File: src/rtl/core/indexed_min_heap_with_position_map_assert.svh
// Assertion macros for the indexed min-heap block.
`ifndef INDEXED_MIN_HEAP_WITH_POSITION_MAP_ASSERT_SVH
`define INDEXED_MIN_HEAP_WITH_POSITION_MAP_ASSERT_SVH

`ifndef SYNTHESIS
// plain property, checked on every edge outside reset
`define IMH_ASSERT(lbl, prop, msg) \
  lbl: assert property (@(posedge clk) disable iff (rst) (prop)) else $error(msg);
// implication from an antecedent to a consequent on the same edge
`define IMH_ASSERT_IMP(lbl, ante, cons, msg) \
  lbl: assert property (@(posedge clk) disable iff (rst) (ante) |-> (cons)) else $error(msg);
// consequent checked on the edge after the antecedent
`define IMH_ASSERT_NEXT(lbl, ante, cons, msg) \
  lbl: assert property (@(posedge clk) disable iff (rst) (ante) |=> (cons)) else $error(msg);
`else
`define IMH_ASSERT(lbl, prop, msg)
`define IMH_ASSERT_IMP(lbl, ante, cons, msg)
`define IMH_ASSERT_NEXT(lbl, ante, cons, msg)
`endif

`endif

File: src/rtl/core/imh_ram.sv
// Generic single-write, single-read RAM with registered read data.
`timescale 1ns / 1ps
`default_nettype none
module imh_ram #(
  parameter int WIDTH = 8,
  parameter int DEPTH = 16,
  localparam int AW = $clog2(DEPTH)
) (
  input  wire logic             clk,
  input  wire logic             we,
  input  wire logic [AW-1:0]    waddr,
  input  wire logic [WIDTH-1:0] wdata,
  input  wire logic [AW-1:0]    raddr,
  output logic      [WIDTH-1:0] rdata
);

  logic [WIDTH-1:0] mem [DEPTH];

  always_ff @(posedge clk) begin
    if (we) begin
      mem[waddr] <= wdata;
    end
    rdata <= mem[raddr];
  end

endmodule
`default_nettype wire

File: config.mk
export PLATFORM = sky130hd
export DESIGN_NAME = imh_ram
export DESIGN_NICKNAME = d
export VERILOG_FILES = /design/src/rtl/core/indexed_min_heap_with_position_map_assert.svh /design/src/rtl/core/imh_ram.sv
export SDC_FILE = /design/constraint.sdc
export NUM_CORES = 1
export LEC_CHECK = 0
export BUFFER_PORTS_ARGS = -buffer_cell sky130_fd_sc_hd__buf_2
export CORE_AREA = 2 2 110 112
export DETAILED_ROUTE_END_ITERATION = 10
export DIE_AREA = 0 0 112 114
export GPL_TIMING_DRIVEN = 1
export SETUP_SLACK_MARGIN = 0.5
export SLEW_MARGIN = 20
export SYNTH_ARGS = -nofsm -noshare
export SYNTH_HDL_FRONTEND = slang
export SYNTH_SLANG_ARGS = --single-unit
export TNS_END_PERCENT = 30
File: constraint.sdc
create_clock -name clk -period 2.1 [get_ports clk]
set_clock_uncertainty 0.05 [all_clocks]
set_input_delay 0.42 -clock clk [delete_from_list [all_inputs] [get_ports clk]]
set_output_delay 0.42 -clock clk [all_outputs]
set_load 0.01 [all_outputs]
## After elaboration in Yosys (flattened, before gate mapping)

Memories as Yosys holds them, arrays and structs flattened. A register that Yosys moved wholly into a read port is not among the register bits.
Cells that the tools add are included.
Widths: inputs -> output; s select.

| storage, ports and cells | value |
|---|---|
| RAM bits | 128 |
| bits of input ports | 18 |
| register bits after elaboration | 0 |
| memories kept | 1 |
| logic and storage cells | 3 |
| memory bits (read-only) | 0 |
| latch bits | 0 |
| output and inout port bits | 8 |

Memories:

| memory | words | bits a word | read ports | clocked after memory_dff | wr ports | line | text |
|---|---|---|---|---|---|---|---|
| mem | 16 | 8 | 1 | 1 | 1 | imh_ram.sv:17 | `logic [WIDTH-1:0] mem [DEPTH];` |

| operators by class | value |
|---|---|
| bitwise operators | 0 |
| multiplexer cells | 2 |
| add/sub/neg operators | 0 |
| reductions and logical operators | 0 |
| $mul | 0 |
| shift-type cells | 0 |
| div/mod/pow operators | 0 |
| equality and inequality tests | 0 |
| magnitude comparators | 0 |

Operators with widths:

| operator | count |
|---|---|
| $mux 1 | 2 |

## Depth between registers and ports, before layout

Gate-level depths: netlist of run 1.

| depth | value |
|---|---|
| depth after elaboration | 2 |
| mapped depth | 5 |
| gate-level depth less buffers | 3 |

## Worst setup path after synthesis of run 1

No wires, ideal clock.

| timing path | value |
|---|---|
| path kind | input -> register |
| from | input waddr[2] |
| to | memory mem[0][0] (enable) |
| required time | 1667 ps |
| data arrival time | 1530 ps |
| setup slack | 137 ps |
| cell stages on the path | 2 |
| buffers on the path | 0 |
| setup time | 383 ps |
| path through | or3b_2 > nor3_1 |

RTL lines:

| what | line | text |
|---|---|---|
| from (decl) | imh_ram.sv:11 | `input wire logic [AW-1:0] waddr,` |
| to (decl) | imh_ram.sv:17 |  |

Straight into the memory's write port.

==> metrics.md, run 1 <==
| Metric | Value |
|---|---|
| Status | finished, final reports clean |
| Synth Instances | 229 |
| Most frequent cells in the layout | 128 x edfxtp_1, 25 x buf_2, 19 x buf_4 |
| CP Data Arrival Time | 1.79 ns |
| Max stage delay on crit path | 0.58 ns |
| DR iter-0 viols | 140 |
| HPWL Detailed | around 6 mm |
| Worst hold start | wdata[7] |
| Switching power | between 0.001 and 0.0015 W |
| Worst VDD drop | approximately 780 uV |
| Reg2Reg Setup Slack | roughly 0.59 ns |
| Period utilization | about 75% |
| DP Area | 5569 sq um |
| Hold Slack | about 0.35 ns |
| Unrepaired setup endpoints after global routing | false |
| Cts hold-fix bufs | 0 |
| Post-synth EDFFs | 128 |
| Final Slew Violations | 0 |
| Worst-Margin Slew | approximately 0.4 ns |
| Total vias in the final route | around 2,500 |
| Total power | between 0.006 and 0.007 W |
| Die height | 114 um |
| Post-CTS sizing | 0 |
| Routed Antenna Nets | 0 |
| CP cell instances | buf_2 > buf_12 > mux4_1 > a22oi_1 > nand2_1 |
| Row cnt | 40 |
| Htree depth | 4 |
| Share of power burned in combinational logic | between 4 and 5% |
| Diode count | 0 |
| Synthesized flop and latch total | roughly 140 |
| Clk root buf | clkbuf_16 |
| Post-synth ARST share | 0% |
| Number of global-route vias before repair | 2,549 |
| # DRC | 0 |
| WHS Path Cells | 1 |
| CTS tree | built |
| Final net count | 302 |
| Leakage | 2.123 nW |
| Clock power frac | between 40% and 50% |
| Routability Congestion | roughly 0.71 |
| Register area share after synthesis | 77.78% |
| Clk_lat worst skew | slightly above 0.4 ns |
| Syn Nets | around 250 |
| Worst path slowest cell | mux4_1 |
| Share of cells above drive strength 1 | between 30% and 40% |
| Wire length per cell | about 23 um |
| Period minus WS final | about 1.6 ns |
| Clock-pin slew on the worst setup and hold paths | approximately 0.050 ns |
| Crit path required time | between 2 and 2.5 ns |
| Setup tns final | 0 ns |
| Sw Share | 18.54% |
| Netlist cell types | 19 |
| CTS Buf Count | 17 |
| Most common cell after layout, fill and taps aside | edfxtp_1 |
| Final hold viol count | 0 |
| Cell-internal power | between 0.005 and 0.006 W |
| Grt total ovfl | 0 |
| Crit. End Element | flip-flop |
| Ports | 26 |
| Initial Utilization | 43.95% |
| Post-CTS setup buffers | 0 |
| Via-per-instance ratio | 5.555 |
| Initial antenna violation count | 0 |
| Max-cap violations | 0 |
| Primary FF master, synth | edfxtp_1 |
| Setup-failing EPs final | 0 |
| Synth-to-layout area growth | 20.13% |
| Clock tree buffer depth | 2 |
| Routed WL | 10.01 mm |
| # port buffers | 25 |
| Drt pass-1 iters | 4 |
| CTS sink cnt | around 140 |
| Reg2Reg Depth | 3 |
| Hold Path Class | in -> reg |
| Core Region | ~12,000 sq um |
| Total die area | 12,770 sq um |
| CP Max Fanout | 24 |
| Worst Path Class, Setup | in -> reg |
| Sequential fraction of design power | roughly 48% |
| Final core utilization | a little over half |
| Power per standard cell area | 1040 nW/um^2 |
| First-pass GRT wire length | about 15 mm |
| R2R Path Start | mem[2][2]$_DFFE_PP_ |
| Yosys Warn Count | 0 |
| Worst r2r dst | rdata[2]$_DFF_P_ |
| Worst setup SP type | primary input |
| Mapped cell area | slightly above 5000 sq um |
| Post-Layout Inst Area | about 6200 sq um |
| Avg Cell Area, Syn | 22.48 sq um |
| Max Clk Rate | between 600 and 700 MHz |
| Slew headroom | between 70% and 80% |
| Sink of the worst hold path | mem[6][7]$_DFFE_PP_ |
| Global-route usage over all layers | 17.04% |
| Die width | around 110 um |
| Largest net degree at the start of global routing | 33 |
## how the worst max path moves through the flow
| stage | from | slack, ns | to | cells past startpoint |
|---|---|---|---|---|
| after CTS | raddr[0] | 0.57 | rdata[2]$_DFF_P_ | 5 |
| after detailed placement | raddr[0] | 0.17 | rdata[2]$_DFF_P_ | 5 |
| final | raddr[0] | 0.53 | rdata[2]$_DFF_P_ | 5 |
| after global routing | raddr[0] | 0.52 | rdata[2]$_DFF_P_ | 5 |
| after global placement | raddr[0] | 0.17 | rdata[2]$_DFF_P_ | 5 |
| after floorplan | waddr[2] | 0.44 | mem[8][0]$_DFFE_PP_ | 2 |
## final cells by class
| cell class | count | area [sq um] |
|---|---|---|
| clock inverters | 12 | 181.4 |
| multi-input cells | 83 | 1074 |
| flip-flops and latches | 136 | 4004 |
| fillers | 917 | 5528 |
| well taps | 147 | 183.9 |
| repair buffers | 46 | 307.8 |
| clock buffers | 19 | 432.9 |
## worst max-delay path, delay by kind of cell
kind,cells,cell delay (ns)
AOI/OAI and AO/OA,1,0.34
muxes,1,0.58
buffers and inverters,2,0.32
and+or+nand+nor,1,0.11
## flip-flops by register name, indices dropped and copies added, names as in the netlist
name / cells
mem: 128
rdata: 8
## power by group through the flow
| stage | clock [W] | combinational (W) | sequential, W |
|---|---|---|---|
| floorplan | 0 | 0.000156 | 0.00311 |
| global placement | 0 | 0.000295 | 0.00311 |
| detailed placement | 0 | 0.000298 | 0.00311 |
| CTS | 0.00314 | 0.000300 | 0.00305 |
| global route | 0.00325 | 0.000321 | 0.00306 |
| finish | 0.00308 | 0.000293 | 0.00305 |
## cells in the mapped netlist (2+ instances only)
master | instances | area share, %
a22oi_1 | 16 | 2.3
buf_2 | 3 | 0.29
buf_6 | 3 | 0.66
clkdlybuf4s25_2 | 3 | 0.58
dfxtp_1 | 8 | 3.1
edfxtp_1 | 128 | 75
mux4_1 | 14 | 7.1
mux4_2 | 18 | 7.9
nand2_1 | 9 | 0.66
nand2b_1 | 2 | 0.24
nand3b_1 | 2 | 0.29
nor2_1 | 13 | 0.95
nor3_1 | 4 | 0.39
## cell families (layout without fill, tap and decap cells)
| family | Yosys count | in the layout | synth area share, % |
|---|---|---|---|
| flip-flops | 136 | 136 | 77.78 |
| buffers and inverters | 10 | 77 | 1.677 |
| AND/OR/NAND/NOR | 35 | 35 | 3.184 |
| AO/OA/AOI/OAI | 16 | 16 | 2.334 |
| multiplexers | 32 | 32 | 15.02 |
## per-layer routing
| layer | global-route usage [%] | wire length (um) | vias to the layer above |
|---|---|---|---|
| li1 | - | - | 1085 |
| met1 | 22.77 | 4514 | 1289 |
| met2 | 26.67 | 4873 | 69 |
| met3 | 4.942 | 387 | 18 |
| met4 | 7.073 | 233 | 0 |
| met5 | 0 | 0 | - |
## per-stage QoR
step,setup slack (ns),std cells
final,0.5345,443
after CTS,0.5690,443
after global routing,0.5219,443
after detailed placement,0.1673,412
after global placement,0.1655,412
after floorplan,0.4377,229
No activity file was read; power rests on OpenSTA's default activity.
==> run 2: changes to the inputs <==
- clock period: 2.1 -> 1.45 ns (I/O delays scaled with it)
==> run 2 against run 1 <==
Net effect: non-clock buffer count increased by 15; register-to-register slack got worse by 0.46 ns; clock power increased by 55%; sequential share of layout area decreased by 3.3 points; power increased by 51%; utilization increased by 3.0 points; cell area increased by 5.7%; sequential power increased by 45%; largest power group unchanged; highest routed layer unchanged.
==> metrics.md, run 2 (synthesis results as in run 1) <==
| Metric | Value |
|---|---|
| Status | finished, final reports clean |
| Total vias in the final route | 2,498 (+1.5%) |
| Worst-Margin Slew | 1.043 ns (+0.6365 ns) |
| Wire length per cell | 22.38 um (-0.93%) |
| Routability Congestion | 0.7548 (+6.8%) |
| Clk root buf | clkbuf_16 |
| Largest regs | mem x128, rdata x8 |
| Worst path slowest cell | mux4_2 |
| Clk_lat worst skew | 0.41 ns (about the same) |
| Max Clk Rate | 759.5 MHz |
| Most common cell after layout, fill and taps aside | edfxtp_1 |
| Top reg by flops | mem |
| Clock-pin slew on the worst setup and hold paths | 0.06 ns (about the same) |
| Setup-failing EPs final | 0 (unchanged) |
| Max-cap violations | 0 (unchanged) |
| Number of global-route vias before repair | 2,526 (-0.90%) |
| Ports | 26 (unchanged) |
| CP Max Fanout | 1 (-96%) |
| HPWL Detailed | 6.633 mm (+10%) |
| CTS tree | built |
| # DRC | 0 (unchanged) |
| Final Slew Violations | 0 (unchanged) |
| Total die area | 12,770 sq um (unchanged) |
| Grt total ovfl | 0 (unchanged) |
| Die width | 112 um (unchanged) |
| Final hold viol count | 0 (unchanged) |
| Core Region | 11,710 sq um (unchanged) |
| Max reg flops | 128 (unchanged) |
| Worst VDD drop | 976.5 uV (+25%) |
| Max stage delay on crit path | 0.48 ns (-0.10 ns) |
| Final core utilization | 55.80% (+3.0 points) |
| Unrepaired setup endpoints after global routing | true |
| Initial antenna violation count | 0 (unchanged) |
| Via-per-instance ratio | 5.454 (-1.8%) |
| Htree depth | 4 (unchanged) |
| Post-Layout Inst Area | 6535 sq um (+5.7%) |
| Crit. End Element | flip-flop |
| Place WS | -0.3414 ns (-0.5087 ns) |
| Period minus WS final | 1.317 ns |
| Most frequent cells in the layout | 128 x edfxtp_1, 32 x mux4_2, 20 x buf_2 |
| Die height | 114 um (unchanged) |
| CTS Buf Count | 17 (unchanged) |
| Cts hold-fix bufs | 0 (unchanged) |
| Setup ws final | 0.1334 ns (-0.4010 ns) |
| Placed Cells | 425 (+3.2%) |
| DP Area | 5732 sq um (+2.9%) |
| # port buffers | 25 (unchanged) |
| Total power | 0.009716 W (+51%) |
| Initial Utilization | 43.95% (unchanged) |
| Period utilization | between 90% and 100% |
| Final Non-Filler Cells | 458 (+3.4%) |
| Clock tree buffer depth | 2 (unchanged) |
| CP cell instances | mux4_2 > a22oi_2 > nand2_1 |
| Power per standard cell area | 1487 nW/um^2 (+43%) |
| CP Data Arrival Time | 1.55 ns (-0.24 ns) |
| DR iter-0 viols | 196 (+40%) |
| Worst Path Class, Setup | reg -> reg |
| Drt pass-1 iters | 4 (unchanged) |
| Routed Antenna Nets | 0 (unchanged) |
| Final net count | 317 (+5.0%) |
| Routed WL | 10.25 mm (+2.4%) |
| Row cnt | 40 (unchanged) |
| Fill count | 889 (-3.1%) |
| First-pass GRT wire length | 15.59 mm (+0.94%) |
| Crit path required time | 1.69 ns (-0.64 ns) |
| Worst setup SP type | flip-flop |
| Synth-to-layout area growth | 26.96% |
| CTS sink cnt | 136 (unchanged) |
| Largest net degree at the start of global routing | 17 (-48%) |
| Leakage | 2.208 nW (+4.0%) |
| Global-route usage over all layers | 17.39% (+0.35 points) |
| Slew headroom | 30.21% (-43 points) |
| Diode count | 0 (unchanged) |
| Share of cells above drive strength 1 | 45.98% (+15 points) |
| Hold Path Class | in -> reg |
-- run 2: cell types whose count changed in the layout (fill, tap and decap cells not counted), moves of 4 or more --
cell     delta
a22oi_1     -9
buf_6      +11
buf_12      +9
mux4_2     +14
nor2_2      +4
buf_2       -5
nor2_1      -4
a22oi_2     +9
mux4_1     -14
-- run 2: report_power, final --
part           total, W  switching [W]  internal, W
clock           0.00476        0.00156      0.00321
sequential      0.00443      0.0000290      0.00440
combinational  0.000528       0.000272     0.000257
total           0.00972        0.00186      0.00786
-- run 2: layer usage --
layer | vias to the layer above | global-route usage (%) | share of wire, %
met4 | 0 | 6.585 | 1.3
met2 | 54 | 27.52 | 50
li1 | 1095 | - | -
met5 | - | 0 | 0
met3 | 12 | 4.145 | 3.1
met1 | 1337 | 23.85 | 46
-- run 2: area by class of cell --
class                           instances  area, sq um  share of cell area, %
Tap cell                              147        183.9                  2.814
Timing Repair Buffer                   61        586.8                  8.980
Clock inverter                         13        225.2                  3.446
Clock buffer                           18        429.2                  6.567
Sequential cell                       136         4013                  61.40
Multi-Input combinational cell         83         1097                  16.79
-- run 2: path summary, 6_finish.rpt --
kind                                            from                  end  slack, ns  cells after the start
worst max register to register   mem[2][7]$_DFFE_PP_     rdata[7]$_DFF_P_       0.13                      3
worst min-delay path                        wdata[4]  mem[7][4]$_DFFE_PP_       0.21                      1
worst max-delay path             mem[2][7]$_DFFE_PP_     rdata[7]$_DFF_P_       0.13                      3
worst min register to register  mem[14][1]$_DFFE_PP_     rdata[1]$_DFF_P_       0.62                      3
-- run 2: metrics by stage --
stage               hold slack, ns  TNS [ns]
floorplan                   0.3389         0
global placement            0.6083    -6.672
detailed placement          0.6155    -7.119
CTS                         0.2035         0
global route                0.2182         0
finish                      0.2119         0
-- run 2: worst max-delay path, delay by kind of cell (launching register included) --
kind,cells,cell delay [ns]
AOI/OAI and AO/OA,1,0.21
DFF,1,0.36
muxes,1,0.48
and+or+nand+nor,1,0.09
-- run 2: timing repair --
item	CTS	global route
endpoints found under the setup margin	144	144
gates resized for setup	19	9
gates cloned	0	0
buffers inserted	2	0
pin swaps	10	3
==> run 3: changes to the inputs <==
- SETUP_SLACK_MARGIN: 0.5 -> 0.02
==> run 3 against run 2 <==
Net effect: combinational power fell by 13%; worst setup slack got worse by 0.062 ns; largest power group is now sequential cells; final cell count fell by 0.22%; flip-flop and latch count did not move; sequential share of layout area rose by 1.6 points; worst hold slack improved by 0.0031 ns; utilization fell by 1.5 points; power fell by 5.5%; first-iteration DRC count fell by 7.7%; die area did not move; count of clock-buffer cells in the layout rose by 1.
==> metrics.md, run 3 (synthesis results as in run 1) <==
| Metric | Value |
|---|---|
| Status | finished, final reports clean |
| Max-cap violations | 0 (unchanged) |
| Largest net degree at the start of global routing | 21 (+4) |
| Post-CTS sizing | 0 (-19) |
| Slew headroom | 47.70% (+17 points) |
| Via-per-instance ratio | 5.317 (-2.5%) |
| Reg area | 4004 sq um (-0.22%) |
| Most frequent cells in the layout | 128 x edfxtp_1, 28 x buf_4, 25 x buf_2 |
| Crit path required time | 1.69 ns (about the same) |
| Ports | 26 (unchanged) |
| Worst setup SP type | flip-flop |
| Die width | 112 um (unchanged) |
| Grt total ovfl | 0 (unchanged) |
| CP delay by family, top | multiplexers |
| Diode count | 0 (unchanged) |
| Synth-to-layout area growth | 23.48% |
| Routed WL | 9.430 mm (-8.0%) |
| Core Region | 11,710 sq um (unchanged) |
| Setup tns final | 0 ns (unchanged) |
| Crit. End Element | flip-flop |
| Period utilization | 95.10% (+4.3 points) |
| Setup-failing EPs final | 0 (unchanged) |
| Most common cell after layout, fill and taps aside | edfxtp_1 |
| Final hold viol count | 0 (unchanged) |
| CP Max Fanout | 1 (unchanged) |
| # DRC | 0 (unchanged) |
| Setup ws final | 0.07101 ns (-0.06242 ns) |
| Global-route usage over all layers | 16.38% (-1.0 points) |
| Worst hold start | wdata[2] |
| First-pass GRT wire length | 14.65 mm (-6.1%) |
| Bufs and invs on worst path | 0 (unchanged) |
| WHS Path Cells | 1 (unchanged) |
| Htree depth | 4 (unchanged) |
| Number of global-route vias before repair | 2,557 (+1.2%) |
| Max reg flops | 128 (unchanged) |
| Final net count | 315 (-0.63%) |
| Row cnt | 40 (unchanged) |
| Max Clk Rate | 725.2 MHz (-4.5%) |
| Worst path slowest cell | mux4_1 |
| Initial Utilization | 43.95% (unchanged) |
| Top reg by flops | mem |
| Sink of the worst hold path | mem[0][2]$_DFFE_PP_ |
| Max stage delay on crit path | 0.54 ns (+0.06 ns) |
| CTS Buf Count | 17 (unchanged) |
| Crit path depth | 3 (unchanged) |
| Final Slew Violations | 0 (unchanged) |
| Hold Slack | 0.2150 ns (+0.003138 ns) |
| Total vias in the final route | 2,430 (-2.7%) |
| Combined area of the multi-input logic cells | 1109 sq um (+1.0%) |
| Power per standard cell area | 1444 nW/um^2 (-2.8%) |
| Worst VDD drop | 862.7 uV (-12%) |
| Clk_lat worst skew | 0.41 ns (about the same) |
| Drt pass-1 iters | 4 (unchanged) |
| Clock-pin slew on the worst setup and hold paths | 0.05 ns (about the same) |
| Cts hold-fix bufs | 0 (unchanged) |
| Fill count | 909 (+2.2%) |
| R2R Path Start | mem[1][2]$_DFFE_PP_ |
| Worst r2r dst | rdata[2]$_DFF_P_ |
| HPWL Detailed | 6.537 mm (-1.5%) |
| Share of cells above drive strength 1 | 38.06% (-7.9 points) |
| Initial antenna violation count | 0 (unchanged) |
| CP cell instances | mux4_1 > a22oi_2 > nand2_1 |
| Largest regs | mem x128, rdata x8 |
| Leakage | 2.178 nW (-1.3%) |
| Reg2Reg Depth | 3 (unchanged) |
| Place WS | -0.3877 ns (-0.04631 ns) |
| CP Data Arrival Time | 1.62 ns (+0.07 ns) |
| Worst-Margin Slew | 0.7816 ns (-0.2613 ns) |
| Reg2Reg Setup Slack | 0.07 ns (-0.06 ns) |
| Unrepaired setup endpoints after global routing | true |
| CTS sink cnt | 136 (unchanged) |
| Wire length per cell | 20.63 um (-7.8%) |
| # port buffers | 25 (unchanged) |
| Clock tree buffer depth | 2 (unchanged) |
| Die height | 114 um (unchanged) |
| Routed Antenna Nets | 0 (unchanged) |
| Routability Congestion | 0.7512 (-0.48%) |
| CTS tree | built |
| Hold Path Class | in -> reg |
| DR iter-0 viols | 181 (-7.7%) |
| Worst Path Class, Setup | reg -> reg |
| Total die area | 12,770 sq um (unchanged) |
| Clk root buf | clkbuf_16 |
| Period minus WS final | 1.379 ns (+0.06242 ns) |
| Post-CTS setup buffers | 0 (-2) |
run 3: cell count changes in the layout (fill, tap and decap cells not counted), moves of 3 or more:
cell,change
a22oi_1,+4
bufinv_16,-3
buf_6,-11
a22oi_2,-4
buf_12,-5
buf_4,+9
mux4_2,-14
mux4_1,+14
dfxtp_1,+3
buf_2,+5
clkinvlp_4,+3
run 3: where the power goes:
| group | leakage, nW | internal (W) | switching (W) |
|---|---|---|---|
| sequential | 1.22 | 0.00440 | 0.0000236 |
| combinational | 0.678 | 0.000212 | 0.000247 |
| clock | 0.276 | 0.00272 | 0.00159 |
| total | 2.18 | 0.00732 | 0.00186 |
run 3: worst max-delay path by stage:
stage / from / to / slack, ns
CTS: mem[5][0]$_DFFE_PP_ / rdata[0]$_DFF_P_ / 0.02
floorplan: waddr[3] / mem[4][0]$_DFFE_PP_ / -0.08
global route: mem[1][2]$_DFFE_PP_ / rdata[2]$_DFF_P_ / 0.009
detailed placement: raddr[0] / rdata[0]$_DFF_P_ / -0.39
finish: mem[1][2]$_DFFE_PP_ / rdata[2]$_DFF_P_ / 0.07
global placement: raddr[0] / rdata[0]$_DFF_P_ / -0.37
run 3: layer usage:
layer / share of wire, % / global-route usage, %
met3: 4.8 / 3.666
met1: 43 / 21.08
met4: 1.1 / 8.211
met5: 0 / 0
met2: 51 / 26.63
run 3: per-stage QoR:
stage | area [sq um] | total power [W] | instances | util, %
finish | 6356 | 0.009180 | 457 | 54.27
floorplan | 5174 | 0.004735 | 229 | -
CTS | 6331 | 0.009264 | 457 | 54.06
global placement | 5727 | 0.004951 | 425 | 48.90
detailed placement | 5727 | 0.004961 | 425 | 48.90
global route | 6356 | 0.009505 | 457 | 54.27
run 3: cell type report:
type	count	area share, %
Sequential cell	136	62.99
Clock inverter	13	2.697
Tap cell	147	2.894
Multi-Input combinational cell	83	17.44
Clock buffer	19	6.811
Timing Repair Buffer	59	7.165
